`src/hw/rtl/tce_pkg.sv`:
```
// Shared types and constants for the touch channel evaluator.
`timescale 1ns / 1ps
package tce_pkg;

  // Configuration register indexes
  typedef enum logic [2:0] {
    REG_TIMER_MODE_MASK  = 3'd0,
    REG_HOLD_MARGIN      = 3'd1,
    REG_ENTER_MARGIN     = 3'd2,
    REG_BASELINE_STEP    = 3'd3,
    REG_SHORT_HOLD_TICKS = 3'd4,
    REG_LONG_HOLD_TICKS  = 3'd5,
    REG_DEBOUNCE_LENGTH  = 3'd6,
    REG_WARMUP_TICKS     = 3'd7
  } cfg_reg_t;

  localparam int READING_W = 13;
  localparam int MARGIN_W  = 10;
  localparam int CFG_W     = 10;

  localparam logic [READING_W-1:0] BASELINE_MAX = 13'h1fff;
  localparam logic [7:0]           HIST_MAX     = 8'hff;

  // Event codes (real and timer mode share the numbering space)
  localparam logic [1:0] EV_NONE        = 2'd0;
  localparam logic [1:0] EV_ON_EDGE     = 2'd1;
  localparam logic [1:0] EV_OFF_EDGE    = 2'd2;
  localparam logic [1:0] EV_SHORT_PRESS = 2'd1;
  localparam logic [1:0] EV_LONG_MATCH  = 2'd2;
  localparam logic [1:0] EV_SHORT_MATCH = 2'd3;

  // Register reset values
  localparam logic [3:0]          RST_TIMER_MODE_MASK  = 4'd0;
  localparam logic [MARGIN_W-1:0] RST_HOLD_MARGIN      = 10'd80;
  localparam logic [MARGIN_W-1:0] RST_ENTER_MARGIN     = 10'd160;
  localparam logic [3:0]          RST_BASELINE_STEP    = 4'd3;
  localparam logic [7:0]          RST_SHORT_HOLD_TICKS = 8'd10;
  localparam logic [7:0]          RST_LONG_HOLD_TICKS  = 8'd100;
  localparam logic [2:0]          RST_DEBOUNCE_LENGTH  = 3'd3;
  localparam logic [7:0]          RST_WARMUP_TICKS     = 8'd150;

endpackage

```
`src/hw/rtl/touch_channel_evaluator_core.sv`:
```
// Touch channel evaluator: baseline tracking, hysteresis and edge/hold events.
`timescale 1ns / 1ps
// One request is taken per clock while the output register is empty or being
// read; each request returns exactly one event_code. A request first lands in
// an input register; when it advances, it updates its channel's baseline and
// history, and its event_code moves into the output register. The rate is
// set by the read-modify-write, as a request advances, of the per-channel
// baseline and history registers. All state is cleared by rst, no clearing
// pass is needed. The first warmup_ticks requests after reset only count and
// return 0; channels at or above CHANNELS return 0 and leave state alone.
// Configuration writes are meant to happen while no request is in flight.
module touch_channel_evaluator_core
  import tce_pkg::*;
#(
  parameter int CHANNELS = 4
) (
  input  logic                 clk,
  input  logic                 rst,
  input  logic                 cfg_wr_en,
  input  logic [2:0]           cfg_index,
  input  logic [CFG_W-1:0]     cfg_data,
  input  logic                 in_valid,
  output logic                 in_ready,
  input  logic [2:0]           channel,
  input  logic [READING_W-1:0] summed_reading,
  output logic                 out_valid,
  input  logic                 out_ready,
  output logic [1:0]           event_code
);

  localparam int CH_W = (CHANNELS > 1) ? $clog2(CHANNELS) : 1;

  // configuration
  logic [3:0]          timer_mode_mask;
  logic [MARGIN_W-1:0] hold_margin;
  logic [MARGIN_W-1:0] enter_margin;
  logic [3:0]          baseline_step;
  logic [7:0]          short_hold_ticks;
  logic [7:0]          long_hold_ticks;
  logic [2:0]          debounce_length;
  logic [7:0]          warmup_ticks;

  // state
  logic [7:0]           warmup_count;
  logic [READING_W-1:0] baseline [CHANNELS];
  logic [7:0]           history  [CHANNELS];

  // input stage
  logic                 s1_valid;
  logic [2:0]           s1_channel;
  logic [READING_W-1:0] s1_reading;

  logic                 adv;
  logic                 warm;
  logic                 ch_valid;
  logic [CH_W-1:0]      idx;
  logic                 timer_mode;
  logic [7:0]           tm_ext;
  logic [READING_W-1:0] base_cur;
  logic [READING_W:0]   base_sum;
  logic [READING_W-1:0] baseline_next;
  logic [7:0]           hist_cur;
  logic [7:0]           history_next;
  logic [7:0]           hist_shift;
  logic [7:0]           hist_inc;
  logic [MARGIN_W-1:0]  margin;
  logic [READING_W:0]   thresh;
  logic                 touch_on;
  logic [2:0]           deb_len;
  logic [3:0]           deb_len_p1;
  logic [8:0]           mask9;
  logic [8:0]           pat_on9;
  logic [7:0]           hist_masked;
  logic [1:0]           code;
  logic                 st_we;

  assign adv      = s1_valid && (!out_valid || out_ready);
  assign in_ready = !s1_valid || adv;

  always_ff @(posedge clk) begin
    if (rst) begin
      timer_mode_mask  <= RST_TIMER_MODE_MASK;
      hold_margin      <= RST_HOLD_MARGIN;
      enter_margin     <= RST_ENTER_MARGIN;
      baseline_step    <= RST_BASELINE_STEP;
      short_hold_ticks <= RST_SHORT_HOLD_TICKS;
      long_hold_ticks  <= RST_LONG_HOLD_TICKS;
      debounce_length  <= RST_DEBOUNCE_LENGTH;
      warmup_ticks     <= RST_WARMUP_TICKS;
    end else if (cfg_wr_en) begin
      unique case (cfg_reg_t'(cfg_index))
        REG_TIMER_MODE_MASK:  timer_mode_mask  <= cfg_data[3:0];
        REG_HOLD_MARGIN:      hold_margin      <= cfg_data;
        REG_ENTER_MARGIN:     enter_margin     <= cfg_data;
        REG_BASELINE_STEP:    baseline_step    <= cfg_data[3:0];
        REG_SHORT_HOLD_TICKS: short_hold_ticks <= cfg_data[7:0];
        REG_LONG_HOLD_TICKS:  long_hold_ticks  <= cfg_data[7:0];
        REG_DEBOUNCE_LENGTH:  debounce_length  <= cfg_data[2:0];
        REG_WARMUP_TICKS:     warmup_ticks     <= cfg_data[7:0];
        default: ;
      endcase
    end
  end

  // input register
  always_ff @(posedge clk) begin
    if (rst) begin
      s1_valid <= 1'b0;
    end else if (in_ready) begin
      s1_valid <= in_valid;
    end
  end

  always_ff @(posedge clk) begin
    if (in_ready && in_valid) begin
      s1_channel <= channel;
      s1_reading <= summed_reading;
    end
  end

  always_comb begin
    warm     = warmup_count < warmup_ticks;
    ch_valid = {1'b0, s1_channel} < 4'(CHANNELS);
    idx      = s1_channel[CH_W-1:0];
    tm_ext   = 8'(timer_mode_mask);
    timer_mode = tm_ext[s1_channel];
    base_cur = baseline[idx];
    hist_cur = history[idx];

    // baseline: load when empty or on a lower reading, creep up otherwise
    base_sum = {1'b0, base_cur} + (READING_W + 1)'(baseline_step);
    if (base_cur != '0 && s1_reading > base_cur) begin
      baseline_next = (base_sum > {1'b0, BASELINE_MAX}) ? BASELINE_MAX
                                                         : base_sum[READING_W-1:0];
    end else begin
      baseline_next = s1_reading;
    end

    hist_shift = {hist_cur[6:0], 1'b0};
    hist_inc   = (hist_cur != HIST_MAX) ? hist_cur + 8'd1 : hist_cur;

    // hysteresis: previous state picks the margin
    if (timer_mode) begin
      margin = (hist_cur != '0) ? hold_margin : enter_margin;
    end else begin
      margin = hist_cur[0] ? hold_margin : enter_margin;
    end
    thresh   = {1'b0, baseline_next} + (READING_W + 1)'(margin);
    touch_on = {1'b0, s1_reading} > thresh;

    deb_len     = (debounce_length == '0) ? 3'd1 : debounce_length;
    deb_len_p1  = {1'b0, deb_len} + 4'd1;
    mask9       = (9'd1 << deb_len_p1) - 9'd1;
    pat_on9     = (9'd1 << deb_len) - 9'd1;
    hist_masked = '0;

    code = EV_NONE;
    if (timer_mode) begin
      if (touch_on) begin
        history_next = hist_inc;
        if (hist_inc == long_hold_ticks) begin
          code = EV_LONG_MATCH;
        end else if (hist_inc == short_hold_ticks) begin
          code = EV_SHORT_MATCH;
        end
      end else begin
        history_next = '0;
        if (hist_cur > long_hold_ticks) begin
          code = EV_NONE;
        end else if (hist_cur > short_hold_ticks) begin
          code = EV_SHORT_PRESS;
        end
      end
    end else begin
      history_next = {hist_shift[7:1], touch_on};
      hist_masked  = history_next & mask9[7:0];
      // off pattern is the on pattern shifted up by one
      if (hist_masked == pat_on9[7:0]) begin
        code = EV_ON_EDGE;
      end else if (hist_masked == (mask9[7:0] - 8'd1)) begin
        code = EV_OFF_EDGE;
      end
    end

    if (warm || !ch_valid) begin
      code = EV_NONE;
    end
    st_we = adv && !warm && ch_valid;
  end

  always_ff @(posedge clk) begin
    if (rst) begin
      warmup_count <= '0;
      for (int i = 0; i < CHANNELS; i++) begin
        baseline[i] <= '0;
        history[i]  <= '0;
      end
    end else begin
      if (adv && warm) begin
        warmup_count <= warmup_count + 8'd1;
      end
      if (st_we) begin
        baseline[idx] <= baseline_next;
        history[idx]  <= history_next;
      end
    end
  end

  // result register
  always_ff @(posedge clk) begin
    if (rst) begin
      out_valid <= 1'b0;
    end else if (adv) begin
      out_valid <= 1'b1;
    end else if (out_ready) begin
      out_valid <= 1'b0;
    end
  end

  always_ff @(posedge clk) begin
    if (adv) begin
      event_code <= code;
    end
  end

  a_adv_fills_out: assert property (@(posedge clk) disable iff (rst)
    adv |=> out_valid)
    else $error("advanced request did not reach the result register");

  a_out_from_s1: assert property (@(posedge clk) disable iff (rst)
    $rose(out_valid) |-> $past(s1_valid))
    else $error("result appeared without a request in the input stage");

  a_warm_zero: assert property (@(posedge clk) disable iff (rst)
    (adv && (warm || !ch_valid)) |=> event_code == EV_NONE)
    else $error("warmup or invalid channel gave a nonzero event");

  a_warm_count: assert property (@(posedge clk) disable iff (rst)
    (adv && warm) |=> warmup_count == $past(warmup_count) + 8'd1)
    else $error("warmup count did not advance");

endmodule

```
`config.mk`:
```
export PLATFORM = sky130hd
export DESIGN_NAME = touch_channel_evaluator_core
export DESIGN_NICKNAME = d
export VERILOG_FILES = /design/src/hw/rtl/tce_pkg.sv /design/src/hw/rtl/touch_channel_evaluator_core.sv
export SDC_FILE = /design/constraint.sdc
export NUM_CORES = 1
export LEC_CHECK = 0
export BUFFER_PORTS_ARGS = -buffer_cell sky130_fd_sc_hd__buf_2
export CORE_AREA = 2 2 153 155
export CTS_BUF_LIST = sky130_fd_sc_hd__clkbuf_8 sky130_fd_sc_hd__clkbuf_16
export CTS_CLUSTER_SIZE = 25
export DETAILED_ROUTE_END_ITERATION = 7
export DIE_AREA = 0 0 155 157
export PLACE_DENSITY = 0.6
export SETUP_SLACK_MARGIN = 0.2
export SYNTH_ARGS = -nofsm -noshare
export SYNTH_HDL_FRONTEND = slang
export SYNTH_SLANG_ARGS = --single-unit
```
`constraint.sdc`:
```
create_clock -name clk -period 14.6 [get_ports clk]
set_clock_uncertainty 0.1 [all_clocks]
set_input_delay 2.92 -clock clk [delete_from_list [all_inputs] [get_ports clk]]
set_output_delay 2.92 -clock clk [all_outputs]
set_load 0.01 [all_outputs]
```
==> impl_metrics.yaml <==
power:
  clockPowerShare_pct: 34.3
  power-per-cell-area_nw_per_um2: 112
  max-vdd-ir-drop_v: 0.0000866
  seqPwrFrac_pct: 43.0
  p_leak_nw: 4.36
  power_mw: 1.24
  internal_power_uw: 851
  p_sw_uw: 387
  combPwrFrac_pct: 22.8
  p_sw_share_pct: 31.2
drt:
  drc: 0
  drt_iter0_drc: 734
  vias: 7724
  wirelength_um: 25700
  routedWlPerCell_um: 19.2
  drtPass1Iterations: 5
  antenna_left: 0
  vias_per_cell: 5.76
global_routing:
  grt_start_max_net_pins: 71
  grt_overflow: 0
  grt_pass1_vias: 7584
  track_usage_pct: 22.0
  grt_pass1_wl_um: 41400
  antenna_found_initial: 0
setup_path:
  worst-setup-path-type: "flop to flop"
  cp_max_fo: 24
  path_common_cell: "a21oi_1"
  start_kind: "flop"
  critPathCaptureType: "flop"
  cpPeakStageDelay_ps: 760
  path_buf_inv: 3
  crit_required_ps: 14680
  arrival_ps: 8740
  cp_top_family: "compound AO/OA/AOI/OAI gates"
  critPathSlowestCell: "a211oi_4"
synthesis:
  yosysUniqueCellTypes: 79
  synthSimpleGateAreaFrac_pct: 17.5
  synth-xor-area-share_pct: 3.81
  synth_common_cells: "152 x nor2_1, 102 x edfxtp_1, 98 x nand2_1, 72 x ha_1, 67 x dfxtp_1"
  synth_top_area_cell: "edfxtp_1"
  synthArstFlopShare_pct: 0
  netlist_area_um2: 10100
  synth.avg_cell_area_um2: 9.85
  muxShareOfSynthArea_pct: 9.14
  synthesis.nets: 1135
  yosysWarnings: 0
  synth-adder-area-share_pct: 9.30
  synth_compound_area_share_pct: 12.2
  ys_seq_elements: 169
  synth_most_common_cell: "nor2_1"
  syn-instance-count: 1027
  synth_edf_count: 102
  yosys-top-cells-area: "edfxtp_1 30%, dfxtp_1 13%, ha_1 8.9%, nor2_1 5.6%, nand2_1 3.6%"
  seq_area_frac_synth_pct: 43.5
  yosys.area.top_type_share_pct: 30.3
  synth_ff_type: "edfxtp_1"
  synth_top_family_by_area: "simple AND/OR/NAND/NOR gates"
timing:
  finalHoldViolations: 0
  finalCritPeriodShare_pct: 59.3
  setup_violations: 0
  slew_headroom_pct: 28.5
  finalSetupTns_ps: 0
  min_period_ps: 8660
  rsz0062_at_grt: "false"
  max_slew.worst_pin.slew_ps: 1070
  drv_slew: 0
  fmax_mhz: 115
hold_path:
  holdCritPathClass: "flop to flop"
finish:
  final_cells: 1341
  layout-drive-gt1-share_pct: 12.7
  multi_input_area_um2: 5270
  final_nets: 1151
  antenna_cells: 0
  final_area_um2: 11000
  regArea_um2: 4400
  fin_util_pct: 49.1
  flow.area_growth_from_synthesis_pct: 9.20
  nFillCells: 2026
floorplan:
  core_um2: 22500
  die_y_um: 157
  fp.dieW_um: 155
  ios: 38
  num_rows: 55
  initial_utilization_pct: 45.0
  die-area_um2: 24300
outcome:
  status: "complete, no violations"
place:
  place_congestion: 0.883
  dp_hpwl_um: 18200
  place_inst: 1309
  portBuffers: 37
  dpl_cell_area_um2: 10500
clocking:
  numClockSinks: 169
  ctsLongestPathBuffers: 2
  cts_resized: 0
  cts_tree: "done"
  cts_buffers: 17
  clk_pin_slew_ps: 70
  htree_levels: 4
  clk_latency_ps: 430
  post-cts-setup-buffer-count: 0
  ctsHoldBuffers: 0
  cts-root-buf: "clkbuf_16"
flow_run:
  cap_violations: 0
through the flow:
step	setup WS, ps	hold slack (ps)
after floorplan	7440	333
after global placement	6160	340
after detailed placement	5970	343
after CTS	5960	353
after global routing	5350	383
final	5940	355
per-layer routing:
| layer | vias to the layer above | GRT usage (%) | wire [µm] |
|---|---|---|---|
| li1 | 3718 | - | - |
| met1 | 3723 | 30.8 | 12200 |
| met2 | 245 | 35.4 | 11800 |
| met3 | 38 | 3.03 | 1250 |
| met4 | 0 | 7.54 | 522 |
| met5 | - | 0 | 0 |
placed cells by master (no fill, tap or decap), drive strengths merged, types with 3 or more instances in the layout:
master	count
a211o	11
a211oi	5
a21o	14
a21oi	65
a22oi	6
a31oi	6
and2	4
and3	7
and4	4
buf	45
clkbuf	17
clkinv	7
dfxtp	67
edfxtp	102
ha	72
inv	68
mux2	16
mux2i	26
mux4	20
nand2	99
nand2b	12
nand3	32
nand3b	10
nand4	12
nor2	153
nor2b	13
nor3	14
nor4	8
o211ai	3
o21a	5
o21ai	37
o21bai	5
o41a	3
o41ai	3
or3	6
xnor2	23
xor2	21
logic make-up after synthesis:
logic type,count (synthesis)
adders and majority gates,74
other,1
muxes,62
AOI/OAI and AO/OA,183
DFF,169
and+or+nand+nor,384
xor gates and xnor gates,44
buffers and inverters,110
power by group through the flow:
stage               logic, mW  clock network (mW)  registers [mW]
floorplan               0.209                   0           0.537
global placement        0.278                   0           0.542
detailed placement      0.279                   0           0.542
CTS                     0.281               0.430           0.531
global route            0.313               0.447           0.533
finish                  0.282               0.424           0.532
worst register-to-register path: cells and delay by family (launching register included):
family	cells	cell delay, ps
simple gates	4	870
buf+inv	3	610
fa+ha+maj	4	1100
compound gates	17	4180
xor+xnor	1	190
flops	1	750
mux	1	620
layout make-up:
class	instances	area share [%]
tap	285	3.23
multi-input combinational	748	47.7
inverter	62	2.11
clock buffer	17	3.85
timing repair buffer	45	2.22
clock inverter	15	1.06
sequential	169	39.9
path summary, 6_finish.rpt:
path | start | endpoint | cells past startpoint | slack, ps
worst max-delay path | flop | event_code[0]$_SDFFCE_PP0P_ | 30 | 5940
worst min-delay path | enter_margin[6]$_SDFFE_PP0P_ | enter_margin[6]$_SDFFE_PP0P_ | 2 | 360
worst max register to register | flop | event_code[0]$_SDFFCE_PP0P_ | 30 | 5940
worst min register to register | enter_margin[6]$_SDFFE_PP0P_ | enter_margin[6]$_SDFFE_PP0P_ | 2 | 360
registers in the layout (all words and copies together) (netlist names), named ones only:
register          count
baseline             52
baseline_step         4
debounce_length       3
enter_margin         10
event_code            2
history              32
hold_margin          10
long_hold_ticks       8
out_valid             1
s1_channel            3
s1_reading           13
s1_valid              1
short_hold_ticks      8
timer_mode_mask       4
warmup_count          8
warmup_ticks          8
No activity file was read; power rests on OpenSTA's default activity.
